<file path="src/rtl/pldcd_pkg.sv">
// ---------------------------------------------------------------------------
// pldcd_pkg
// Types, codes and helper functions of the P6 dominant-channel dimmer.
// ---------------------------------------------------------------------------
package pldcd_pkg;

    // Default pixel capacity of the image store
    localparam int unsigned MAX_PIXELS_DEF = 65536;

    // Header parse phases
    localparam logic [2:0] PH_P      = 3'd0;
    localparam logic [2:0] PH_SIX    = 3'd1;
    localparam logic [2:0] PH_THIRD  = 3'd2;
    localparam logic [2:0] PH_SKIP   = 3'd3;
    localparam logic [2:0] PH_WIDTH  = 3'd4;
    localparam logic [2:0] PH_HEIGHT = 3'd5;
    localparam logic [2:0] PH_MAXVAL = 3'd6;
    localparam logic [2:0] PH_PIXELS = 3'd7;

    // Result status codes
    localparam logic [1:0] ST_PIXEL  = 2'd0;
    localparam logic [1:0] ST_ERROR  = 2'd1;
    localparam logic [1:0] ST_LOADED = 2'd2;
    localparam logic [1:0] ST_EMPTY  = 2'd3;

    // Channel dimming factors
    localparam logic [1:0] FACT_NONE   = 2'd0;
    localparam logic [1:0] FACT_SECOND = 2'd1;
    localparam logic [1:0] FACT_TOP    = 2'd2;

    // Character codes
    localparam logic [7:0] CH_P  = 8'h50;
    localparam logic [7:0] CH_6  = 8'h36;
    localparam logic [7:0] CH_CR = 8'h0d;
    localparam logic [7:0] CH_SP = 8'h20;
    localparam logic [7:0] CH_LF = 8'h0a;
    localparam logic [7:0] CH_0  = 8'h30;
    localparam logic [7:0] CH_9  = 8'h39;

    // Input request
    typedef struct packed {
        logic       cmd;
        logic [7:0] data_byte;
    } pldcd_in_t;

    // Result
    typedef struct packed {
        logic [1:0]  status;
        logic [7:0]  red;
        logic [7:0]  green;
        logic [7:0]  blue;
        logic [15:0] image_width;
        logic [15:0] image_height;
        logic        last_pixel;
    } pldcd_out_t;

    // Classified request, front to back
    typedef struct packed {
        logic       is_read;
        logic       is_digit;
        logic [7:0] data_byte;
    } pldcd_cmd_t;

    // floor(10v/11) or floor(20v/21) by reciprocal multiply
    function automatic logic [7:0] scale_chan(input logic [7:0] v, input logic [1:0] f);
        logic [12:0] x10;
        logic [12:0] x20;
        logic [25:0] p11;
        logic [25:0] p21;
        logic [7:0]  res;
        x10 = 13'(v) * 13'd10;
        x20 = 13'(v) * 13'd20;
        p11 = 26'(x10) * 26'd5958;
        p21 = 26'(x20) * 26'd3121;
        case (f)
            FACT_TOP:    res = p11[23:16];
            FACT_SECOND: res = p21[23:16];
            default:     res = v;
        endcase
        return res;
    endfunction

endpackage

</file>
<file path="src/rtl/pldcd_front.sv">
// ---------------------------------------------------------------------------
// pldcd_front
// Accepts requests, classifies them and holds them in a two-entry queue.
// ---------------------------------------------------------------------------
module pldcd_front
(
    input  logic                  clk,
    input  logic                  rst_n,
    input  logic                  push,
    output logic                  full,
    input  pldcd_pkg::pldcd_in_t  item,
    output logic                  cmd_valid,
    output pldcd_pkg::pldcd_cmd_t cmd,
    input  logic                  cmd_take
);
    import pldcd_pkg::*;

    pldcd_cmd_t q_reg [2];
    pldcd_cmd_t q_in;
    logic       wr_ptr_reg;
    logic       rd_ptr_reg;
    logic [1:0] count_reg;
    logic       do_push;
    logic       do_pop;

    // Classify the incoming request
    always_comb
    begin
        q_in.is_read   = item.cmd;
        q_in.is_digit  = (item.data_byte >= CH_0) && (item.data_byte <= CH_9);
        q_in.data_byte = item.data_byte;
    end

    assign full      = (count_reg == 2'd2);
    assign cmd_valid = (count_reg != 2'd0);
    assign cmd       = q_reg[rd_ptr_reg];
    assign do_push   = push && !full;
    assign do_pop    = cmd_take && cmd_valid;

    // Queue storage
    always_ff @(posedge clk)
    begin
        if (do_push)
        begin
            q_reg[wr_ptr_reg] <= q_in;
        end
    end

    // Queue pointers
    always_ff @(posedge clk or negedge rst_n)
    begin
        if (!rst_n)
        begin
            wr_ptr_reg <= 1'b0;
            rd_ptr_reg <= 1'b0;
            count_reg  <= 2'd0;
        end
        else
        begin
            if (do_push)
            begin
                wr_ptr_reg <= !wr_ptr_reg;
            end
            if (do_pop)
            begin
                rd_ptr_reg <= !rd_ptr_reg;
            end
            if (do_push && !do_pop)
            begin
                count_reg <= count_reg + 2'd1;
            end
            else if (do_pop && !do_push)
            begin
                count_reg <= count_reg - 2'd1;
            end
        end
    end

endmodule

</file>
<file path="config.mk">
export PLATFORM = sky130hd
export DESIGN_NAME = pldcd_front
export DESIGN_NICKNAME = d
export VERILOG_FILES = /design/src/rtl/pldcd_pkg.sv /design/src/rtl/pldcd_front.sv
export SDC_FILE = /design/constraint.sdc
export NUM_CORES = 1
export LEC_CHECK = 0
export CAP_MARGIN = 30
export CORE_MARGIN = 5
export CORE_UTILIZATION = 50
export CTS_CLUSTER_DIAMETER = 30
export DETAILED_ROUTE_END_ITERATION = 16
export DONT_BUFFER_PORTS = 1
export GPL_ROUTABILITY_DRIVEN = 0
export PLACE_DENSITY = 0.68
export SLEW_MARGIN = 20
export SYNTH_ARGS = -nofsm -noshare
export SYNTH_HDL_FRONTEND = slang
export SYNTH_SLANG_ARGS = --single-unit
</file>
<file path="constraint.sdc">
create_clock -name clk -period 1.4 [get_ports clk]
set_input_delay 0.21 -clock clk [delete_from_list [all_inputs] [get_ports clk]]
set_output_delay 0.21 -clock clk [all_outputs]
set_load 0.02 [all_outputs]
</file>
==> results.ini <==
[outcome]
status=finished, violations left
violations=negative setup slack

[sta]
rsz0062_at_grt=yes
worstMarginPinSlew_ns=0.254
fin_setup_tns_ns=-0.0821
setup_ws_ns=-0.0142
fmaxAchievable_mhz=707
period_share=1.01
fin_worst_skew_ns=0.00409
whs_ns=0.0436
max-slew-margin-rel=0.830
setup_viol=10
period_needed_ns=1.41
hold_viol=0
slew_violations=0

[synth]
yosys_register_bits=24
synth_cell_types=17
yosysWarnings=0
seq_area_frac_synth=0.741
synth_cells=53
avgSynthCellArea_um2=17.8
syn-num-nets=67
syn-cell-area_um2=946

[setup_path]
cp-startpoint=rd_ptr_reg
reg2reg_from=count_reg[1]
worstPathArrival_ns=1.20
crit_chain=buf_6 > mux2_4
startpoint_type=register
path_buf_inv=1
critPathMaxFanout=6
cp.required_ns=1.19
regToRegSetupSlack_ns=0.05
crit_type=reg2out
crit_slowest_cell=dfrtp_1
setup.worst_path.end_class=output port
slowest_delay_ns=0.42
endpoint=cmd[5]
worstRegToRegCells=6
cp.depth=2
path_delay_family=flip-flops
reg2reg_to=count_reg[1]

[route]
wire_per_inst_um=15.6
viasPerCell=4.99
ant_nets=0
drt_iter0_markers=11
routed_wl_um=1560
drcViolationCount=0
num_vias=499
dr.pass1.iters=4

[global_route]
grt_pass1_vias=529
grt-ovfl-total=0
grt_max_degree=14
grt_pass1_wl_um=2440
grt_util_all_layers=0.126
antenna_found_initial=0

[final_layout]
regArea_um2=702
nNetsFinal=90
fin_util=0.709
final_common_cell=edfxtp_1
largest_reg_flops=20
drive_gt1_frac=0.427
area_growth_pct=32.1
n_fill_cell=131
layout_common_cells=20 x edfxtp_1, 10 x mux2_4, 10 x dlygate4sd3_1, 6 x buf_4
multi_input_area_um2=304
diodes=0

[job]
drv_cap=0

[floorplanning]
core_um2=1760
die_w_um=53.5
die_h_um=53.5
initial_utilization=0.536
ios=25
dieArea_um2=2860
num_rows=15

[place]
dp_hpwl_um=1050
port_buffers=0

[worst_hold_path]
min_path_type=in2reg

[clock_network]
clock_path_buffers=2
cts_buffers=3
clkLatencyLatePin_ns=0.30
cts_max_level=1
cts_sinks=24
clk_pin_slew_ns=0.12
cts-root-buf=clkbuf_4
tritoncts=done

[pwr]
ir_drop_mv=1.34
p_leak_nw=0.495
power.total_mw=2.58
pwr_density_cell_nw_per_um2=2060

stage by stage:
step                      area, um^2  std cells  worst slack [ns]
after floorplan                  948         53            0.0149
after global placement          1020         84            0.0411
after detailed placement        1020         84           0.00925
after CTS                       1220        100           -0.0228
after global routing            1250        100           -0.0648
final                           1250        100           -0.0142
routing by layer:
layer	global-route usage	routed length [um]
met5	0	0
met4	0.0596	22
met3	0.0310	80
met2	0.216	850
met1	0.145	608
synth_stat cells:
cell | number | area [um^2]
and3_1 | 1 | 6.26
and4_1 | 1 | 8.76
buf_4 | 1 | 7.51
dfrtp_1 | 4 | 100
edfxtp_1 | 20 | 601
ha_1 | 1 | 12.5
inv_1 | 2 | 7.51
mux2_1 | 9 | 101
mux2_2 | 1 | 11.3
nand2_1 | 1 | 3.75
nand2_4 | 1 | 11.3
nand2b_1 | 1 | 6.26
nor2_1 | 3 | 11.3
o21ai_0 | 1 | 5.00
or2_4 | 1 | 8.76
xnor2_1 | 3 | 26.3
xor2_1 | 2 | 17.5
logic make-up after synthesis:
group	synth area share
buffers and inverters	0.0159
AO/OA/AOI/OAI	0.00529
AND/OR/NAND/NOR	0.0595
adder cells (fa/ha/maj)	0.0132
XOR/XNOR	0.0463
multiplexers	0.119
flip-flops	0.741
cell type report:
cell class	instances	share of cell area
clock buffer	4	0.0210
inverter	2	0.00601
multi-input combinational	26	0.243
sequential	24	0.562
tap	25	0.0250
timing repair buffer	19	0.143
worst register-to-register path, delay by kind of cell (launching register included):
family / cells / cell delay (ns)
fa+ha+maj: 1 / 0.13
flops: 1 / 0.45
simple gates: 3 / 0.38
xor+xnor: 2 / 0.28
power breakdown:
part	internal, mW	switching (mW)	total (mW)
combinational	0.600	0.600	1.20
clock	0.111	0.179	0.290
sequential	0.997	0.0907	1.09
worst min-delay path by stage:
stage	from	endpoint	cells past startpoint	slack, ns
finish	cmd_take	rd_ptr_reg	2	0.04
global route	cmd_take	rd_ptr_reg	2	0.03
CTS	cmd_take	rd_ptr_reg	2	0.02
detailed placement	rst_n	rd_ptr_reg	0	-0.09
global placement	rst_n	rd_ptr_reg	0	-0.09
floorplan	rst_n	count_reg[0]	0	-0.09
repair_timing:
| action | CTS | global route |
|---|---|---|
| pin swaps | 1 | 1 |
| setup endpoints to repair | 11 | 22 |
| gates resized for setup | 23 | 6 |
| setup buffers | 2 | 0 |
| hold endpoints to repair | 22 | 0 |
| hold buffers | 10 | 0 |
No activity file was read; power rests on OpenSTA's default activity.
